===== src/rtl/deq_pkg.sv =====
// shared types and defaults for the double-ended queue
`default_nettype none

package deq_pkg;

	localparam int DEPTH_DEFAULT = 16;
	localparam int WORD_W = 32;

	typedef enum logic [1:0] {
		KIND_PUSH_BACK  = 2'd0,
		KIND_POP_FRONT  = 2'd1,
		KIND_PUSH_FRONT = 2'd2,
		KIND_POP_BACK   = 2'd3
	} kind_t;

	typedef enum logic [1:0] {
		ST_DONE  = 2'd0,
		ST_EMPTY = 2'd1,
		ST_FULL  = 2'd2
	} status_t;

endpackage

`default_nettype wire


===== src/rtl/double_ended_queue_top.sv =====
// top level of the double-ended queue
`default_nettype none

// Bounded double-ended queue of DEPTH signed 32-bit words in a ring buffer.
// Each beat on the input carries one operation (push back, pop front, push
// front, pop back) and yields exactly one result beat: the popped word (zero
// for pushes and refused pops), a status and the word count after the
// operation. A new operation is taken every cycle while the input is not
// stalled; its result appears in the cycle after acceptance, as the slot
// memory read data is registered. A result stalled at the output holds, and
// the input stalls with it because the slot memory read register holds the
// pending popped word. Slots that were never written have no defined contents.
module double_ended_queue_top import deq_pkg::*; #(
	parameter int DEPTH = DEPTH_DEFAULT,
	localparam int IDX_W = (DEPTH > 1) ? $clog2(DEPTH) : 1,
	localparam int CNT_W = $clog2(DEPTH + 1)
) (
	input  wire logic                     clk,
	input  wire logic                     arst_n,
	input  wire logic                     in_valid,
	output logic                          in_stall,
	input  wire logic [1:0]               kind,
	input  wire logic signed [WORD_W-1:0] push_value,
	output logic                          out_valid,
	input  wire logic                     out_stall,
	output logic signed [WORD_W-1:0]      pop_value,
	output logic [1:0]                    status,
	output logic [CNT_W-1:0]              occupancy
);

	logic                     wr_en, rd_en, pop_ok_s1;
	logic [IDX_W-1:0]         wr_addr, rd_addr;
	logic signed [WORD_W-1:0] wr_data, rd_data;
	status_t                  status_s1;

	deq_ctrl #(
		.DEPTH(DEPTH)
	) u_ctrl (
		.clk          (clk),
		.arst_n       (arst_n),
		.in_valid     (in_valid),
		.in_stall     (in_stall),
		.kind         (kind_t'(kind)),
		.push_value   (push_value),
		.wr_en        (wr_en),
		.wr_addr      (wr_addr),
		.wr_data      (wr_data),
		.rd_en        (rd_en),
		.rd_addr      (rd_addr),
		.out_valid_s1 (out_valid),
		.out_stall    (out_stall),
		.pop_ok_s1    (pop_ok_s1),
		.status_s1    (status_s1),
		.occupancy_s1 (occupancy)
	);

	deq_mem #(
		.DEPTH(DEPTH)
	) u_mem (
		.clk     (clk),
		.wr_en   (wr_en),
		.wr_addr (wr_addr),
		.wr_data (wr_data),
		.rd_en   (rd_en),
		.rd_addr (rd_addr),
		.rd_data (rd_data)
	);

	assign pop_value = pop_ok_s1 ? rd_data : '0;
	assign status    = status_s1;

endmodule

`default_nettype wire


===== src/rtl/deq_mem.sv =====
// slot storage: one write port, one read port with registered read data
`default_nettype none

module deq_mem import deq_pkg::*; #(
	parameter int DEPTH = DEPTH_DEFAULT,
	localparam int IDX_W = (DEPTH > 1) ? $clog2(DEPTH) : 1
) (
	input  wire logic                     clk,
	input  wire logic                     wr_en,
	input  wire logic [IDX_W-1:0]         wr_addr,
	input  wire logic signed [WORD_W-1:0] wr_data,
	input  wire logic                     rd_en,
	input  wire logic [IDX_W-1:0]         rd_addr,
	output logic signed [WORD_W-1:0]      rd_data
);

	logic signed [WORD_W-1:0] mem [DEPTH];

	always_ff @(posedge clk) begin
		if (wr_en) begin
			mem[wr_addr] <= wr_data;
		end
	end

	always_ff @(posedge clk) begin
		if (rd_en) begin
			rd_data <= mem[rd_addr];
		end
	end

endmodule

`default_nettype wire


===== src/rtl/deq_ctrl.sv =====
// pointer and count bookkeeping, slot access requests and the result stage
`default_nettype none

module deq_ctrl import deq_pkg::*; #(
	parameter int DEPTH = DEPTH_DEFAULT,
	localparam int IDX_W = (DEPTH > 1) ? $clog2(DEPTH) : 1,
	localparam int CNT_W = $clog2(DEPTH + 1)
) (
	input  wire logic                     clk,
	input  wire logic                     arst_n,
	input  wire logic                     in_valid,
	output logic                          in_stall,
	input  wire kind_t                    kind,
	input  wire logic signed [WORD_W-1:0] push_value,
	output logic                          wr_en,
	output logic [IDX_W-1:0]              wr_addr,
	output logic signed [WORD_W-1:0]      wr_data,
	output logic                          rd_en,
	output logic [IDX_W-1:0]              rd_addr,
	output logic                          out_valid_s1,
	input  wire logic                     out_stall,
	output logic                          pop_ok_s1,
	output status_t                       status_s1,
	output logic [CNT_W-1:0]              occupancy_s1
);

	localparam logic [IDX_W-1:0] LAST_IDX = IDX_W'(DEPTH - 1);
	localparam logic [CNT_W-1:0] FULL_CNT = CNT_W'(DEPTH);

	logic [IDX_W-1:0] head_q, tail_q, head_d, tail_d;
	logic [IDX_W-1:0] head_next, head_prev, tail_next, tail_prev;
	logic [CNT_W-1:0] count_q, count_d;
	logic             accept, empty, full, pop_ok;
	status_t          status_d;

	assign in_stall = out_valid_s1 && out_stall;
	assign accept   = in_valid && !in_stall;
	assign empty    = (count_q == '0);
	assign full     = (count_q == FULL_CNT);

	assign head_next = (head_q == LAST_IDX) ? '0 : head_q + 1'b1;
	assign head_prev = (head_q == '0) ? LAST_IDX : head_q - 1'b1;
	assign tail_next = (tail_q == LAST_IDX) ? '0 : tail_q + 1'b1;
	assign tail_prev = (tail_q == '0) ? LAST_IDX : tail_q - 1'b1;

	assign wr_data = push_value;

	always_comb begin
		head_d   = head_q;
		tail_d   = tail_q;
		count_d  = count_q;
		status_d = ST_DONE;
		wr_en    = 1'b0;
		wr_addr  = tail_q;
		rd_en    = 1'b0;
		rd_addr  = head_q;
		pop_ok   = 1'b0;
		unique case (kind)
			KIND_PUSH_BACK: begin
				if (full) begin
					status_d = ST_FULL;
				end else begin
					wr_en   = accept;
					wr_addr = tail_q;
					tail_d  = tail_next;
					count_d = count_q + 1'b1;
				end
			end
			KIND_PUSH_FRONT: begin
				if (full) begin
					status_d = ST_FULL;
				end else begin
					wr_en   = accept;
					wr_addr = head_prev;
					head_d  = head_prev;
					count_d = count_q + 1'b1;
				end
			end
			KIND_POP_FRONT: begin
				if (empty) begin
					status_d = ST_EMPTY;
				end else begin
					rd_en   = accept;
					rd_addr = head_q;
					head_d  = head_next;
					count_d = count_q - 1'b1;
					pop_ok  = 1'b1;
				end
			end
			KIND_POP_BACK: begin
				if (empty) begin
					status_d = ST_EMPTY;
				end else begin
					rd_en   = accept;
					rd_addr = tail_prev;
					tail_d  = tail_prev;
					count_d = count_q - 1'b1;
					pop_ok  = 1'b1;
				end
			end
			default: begin
				status_d = ST_DONE;
			end
		endcase
	end

	always_ff @(posedge clk or negedge arst_n) begin
		if (!arst_n) begin
			head_q       <= '0;
			tail_q       <= '0;
			count_q      <= '0;
			out_valid_s1 <= 1'b0;
		end else begin
			if (accept) begin
				head_q       <= head_d;
				tail_q       <= tail_d;
				count_q      <= count_d;
				out_valid_s1 <= 1'b1;
			end else if (!out_stall) begin
				out_valid_s1 <= 1'b0;
			end
		end
	end

	always_ff @(posedge clk) begin
		if (accept) begin
			pop_ok_s1    <= pop_ok;
			status_s1    <= status_d;
			occupancy_s1 <= count_d;
		end
	end

endmodule

`default_nettype wire

===== config.mk =====
export PLATFORM = sky130hd
export DESIGN_NAME = double_ended_queue_top
export DESIGN_NICKNAME = d
export VERILOG_FILES = /design/src/rtl/deq_pkg.sv /design/src/rtl/double_ended_queue_top.sv /design/src/rtl/deq_mem.sv /design/src/rtl/deq_ctrl.sv
export SDC_FILE = /design/constraint.sdc
export NUM_CORES = 1
export LEC_CHECK = 0
export BUFFER_PORTS_ARGS = -buffer_cell sky130_fd_sc_hd__buf_2
export CAP_MARGIN = 25
export CORE_MARGIN = 3
export CORE_UTILIZATION = 40
export DETAILED_ROUTE_END_ITERATION = 10
export GPL_ROUTABILITY_DRIVEN = 0
export SETUP_SLACK_MARGIN = 0.2
export SLEW_MARGIN = 20
export SYNTH_ARGS = -nofsm -noshare
export SYNTH_HDL_FRONTEND = slang
export SYNTH_SLANG_ARGS = --single-unit

===== constraint.sdc =====
create_clock -name clk -period 7.24 [get_ports clk]
set_input_delay 0.724 -clock clk [delete_from_list [all_inputs] [get_ports clk]]
set_output_delay 0.724 -clock clk [all_outputs]
set_load 0.005 [all_outputs]

==> key figures <==
Yosys
  • Post-Synth XOR/XNOR Area: 0.2841%
  • Synth unique cells: 55
  • Post-synth top cells: edfxtp_1 (552), o22ai_1 (155), nor2_1 (82)
  • Post-synthesis adder-cell area fraction: less than 1%
  • Simple-Gate Fraction of Synth Area: around 7%
  • Number of synthesized flops with an enable pin: about 550
  • Synth area leaders: edfxtp_1 (77%), o22ai_1 (4.5%), mux4_2 (3.3%)
  • Synth Flop Type: edfxtp_1
  • Ys async rst share: under 10%
  • Most common cell in the netlist: edfxtp_1
  • Synth Cell Area: 0.02158 sq mm
  • Mux contribution to synthesized area: ~3.9%
  • Post-synth top area share: approximately three quarters
  • Compound-Gate Fraction of Synth Area: 8.042%
  • Syn nets: approximately 1,300
  • Avg Cell Area, Syn: 16.94 sq um
  • Main combinational cell family by area after synthesis: compound AO/OA/AOI/OAI gates
  • Post-synth top area cell: edfxtp_1
  • Mapped Cells: approximately 1,300
  • Synth Register Bits: roughly 570
  • YS warnings: 0
  • Post-synthesis sequential area ratio: between 70% and 80%

Clock network
  • Reg clk slew, reported paths: around 0.060 ns
  • H-tree levels: 2
  • CTS Buffer Depth: 3
  • # hold bufs at CTS: 0
  • CTS resizes: 0
  • Setup Fix Bufs, Post-CTS: 0
  • Clock Sinks: approximately 570
  • Root buffer cell: clkbuf_16
  • Clock Latency Late Sink: roughly 0.61 ns
  • CTS buffer count: between 50 and 60
  • TritonCTS clock tree: built

Power and ir drop
  • Switching Share: 30.93%
  • Sw Pwr: approximately 0.0029 W
  • Reg power frac: between 40 and 50%
  • Pint: between 0.006 and 0.007 W
  • PwrDens: ~370 mW/mm^2
  • P_leak: about 8 nW
  • Overall Power: slightly above 0.009 W
  • Power share of the combinational group: a little over a quarter
  • Clock power share: a little under a third
  • Worst VDD drop: approximately 0.27 mV

GRT
  • First-pass GRT wire length: between 70,000 and 80,000 um
  • GRT Residual Overflow: 0
  • M2 GR Usage: a little under a third
  • Initial antenna violation count: 2
  • M3 GR Usage: approximately 3%
  • All-Layer GR Usage: 18.54%
  • Busiest metal layer after global routing: met2
  • Pin count of the biggest net entering global routing: 67
  • Vias in the first global route: around 12,000
  • M1 GR Usage: 25.25%

Worst setup path
  • WP data arrival: ~4.7 ns
  • Setup crit start kind: register
  • Crit path required time: approximately 7.7 ns
  • Crit path max-delay cell type: a32oi_4
  • Register-to-register setup slack: between 3 and 4 ns
  • Crit. path cell count: 10
  • R2R depth: 10
  • Setup Crit Path Kind: register to register
  • CP Cell Sequence: inv_1 > ha_1 > or4b_1 > and3_1 > a32oi_4 > buf_4 > buf_4 > o22ai_1 > nor4_1 > a2111o_1
  • Worst path most repeated cell: buf_4
  • CP Buf/Inv Count: 3
  • Worst setup EP type: register
  • R2r startpoint: u_ctrl.count_q[0]
  • RR Endpoint: u_mem.rd_data[25]
  • Worst stage delay on the critical path: 0.64 ns
  • Worst Path Max Fanout: between 40 and 50
  • CP top delay family: buffers and inverters

Run
  • Max cap viols: 0

Placed design
  • Post-detail-place hpwl: about 28,000 um
  • Placed cell count: between 1,500 and 2,000
  • Post-DP Area: 0.02299 sq mm
  • Number of buffers added on ports: 78

STA
  • Slew Viols, Final: 0
  • Setup Total Neg Slack: 0 ns
  • Clk_skew: about 0.024 ns
  • Max Fclk: between 200 and 250 MHz
  • Worst-Margin Slew: between 1 and 1.5 ns
  • RSZ-0062 raised after global routing: false
  • Max_slew headroom: ~30%
  • Setup violations, final: 0
  • Final Hold Viols: 0
  • Period utilization: 58.10%
  • Period minus WS final: about 4.2 ns

Final layout
  • Layout area overhead: 14.90%
  • Post-layout util: between 40% and 50%
  • Fillers: 4,520
  • Final Net Count: 1,412
  • Final Cell Area: roughly 0.025 sq mm
  • Fraction of layout cells with a size suffix above 1: between 10% and 20%
  • Layout Cells excl Fill: about 2,100

Floorplan
  • Io pins: 79
  • Cell row count: 84
  • Core area: between 0.05 and 0.06 sq mm
  • Die Area: approximately 0.057 sq mm
  • Chip height: around 240 um
  • DIE WIDTH: 238.3 um
  • Initial Util: between 40 and 50%

Drt
  • Initial drt markers: 1,363
  • Residual DRC: 0
  • Antenna-violating nets left: 0
  • Drt first pass iters: 5
  • Drt total wl: roughly 53,000 um
  • Vias: between 10,000 and 15,000
  • Via-to-Cell Ratio: 5.743
  • Avg WL per Cell: between 20 and 30 um

Min path
  • Hold crit path type: input port to async pin

Outcome
  • Status: finished, final reports clean
cell type report:
| class | instances | area [sq um] | area share (%) |
|---|---|---|---|
| tap | 688 | 860.8 | 3.472 |
| clock inverter | 37 | 391.6 | 1.580 |
| inverter | 13 | 48.80 | 0.1968 |
| clock buffer | 64 | 1410 | 5.688 |
| antenna | 2 | 5.005 | 0.02019 |
| multi-input combinational | 620 | 4522 | 18.24 |
| sequential | 566 | 16930 | 68.27 |
| timing repair buffer | 108 | 628.1 | 2.533 |
sequential cells by signal, summed over array words and instances (netlist names):
register and cells:
u_mem.mem 512, u_ctrl.tail_q 4, u_ctrl.pop_ok_s1 1, u_mem.rd_data 32, u_ctrl.out_valid_s1 1, u_ctrl.head_q 4
u_ctrl.occupancy_s1 5, u_ctrl.status_s1 2, u_ctrl.count_q 5
worst register-to-register path: cells and delay by family (launching register included):
kind / cells / cell delay (ns)
AOI/OAI and AO/OA: 3 / 0.94
adders and majority gates: 1 / 0.27
buffers and inverters: 3 / 1.27
DFF: 1 / 0.47
and+or+nand+nor: 3 / 1.15
power by group through the flow:
stage          Combinational, W  Clock [W]  Sequential (W)
4_1_cts                 0.00249    0.00290         0.00397
2_1_floorplan           0.00168          0         0.00396
3_3_place_gp            0.00244          0         0.00403
5_1_grt                 0.00269    0.00303         0.00399
3_5_place_dp            0.00248          0         0.00404
6_report                0.00247    0.00285         0.00397
kinds of logic after synthesis:
kind of cell,count (synthesis)
compound gates,260
xor+xnor,7
fa+ha+maj,10
buf+inv,88
flops,566
mux,43
simple gates,300
cells in the final DEF, fill, tap and decap left out, types with 18 or more instances in the layout:
cell type | synthesis | routed
nand2_1 | 43 | 43
nor4_1 | 24 | 24
mux4_2 | 32 | 32
nor3_1 | 69 | 68
clkinv_1 | 1 | 18
buf_4 | 2 | 29
edfxtp_1 | 552 | 552
a2111o_1 | 18 | 18
o21ai_0 | 33 | 32
and2_1 | 37 | 37
clkbuf_16 | 0 | 55
nor2_1 | 82 | 66
buf_2 | 9 | 78
o22ai_1 | 155 | 155
routing by layer:
metal | routed length, um | vias up
met5 | 0 | -
met4 | 1216 | 0
met3 | 3182 | 88
met2 | 25730 | 438
met1 | 22380 | 6197
li1 | - | 5326
how the worst max path moves through the flow:
stage                                  from                 to  slack, ns
final                     u_ctrl.count_q[0]  u_mem.rd_data[25]       3.03
after global routing      u_ctrl.count_q[0]  u_mem.rd_data[25]       2.78
after CTS                 u_ctrl.count_q[0]   u_mem.rd_data[8]       3.08
after detailed placement            kind[0]  u_mem.rd_data[16]       3.06
after global placement              kind[0]  u_mem.rd_data[16]       3.13
after floorplan                     kind[1]   u_mem.rd_data[0]       3.05
through the flow:
stage | setup slack, ns | hold WS (ns)
finish | 3.034 | 0.03056
global route | 2.779 | 0.03347
CTS | 3.080 | 0.01443
detailed placement | 3.064 | 0.5083
global placement | 3.133 | 0.4978
floorplan | 3.053 | 0.4284
Power figures use the tool's default switching activity.
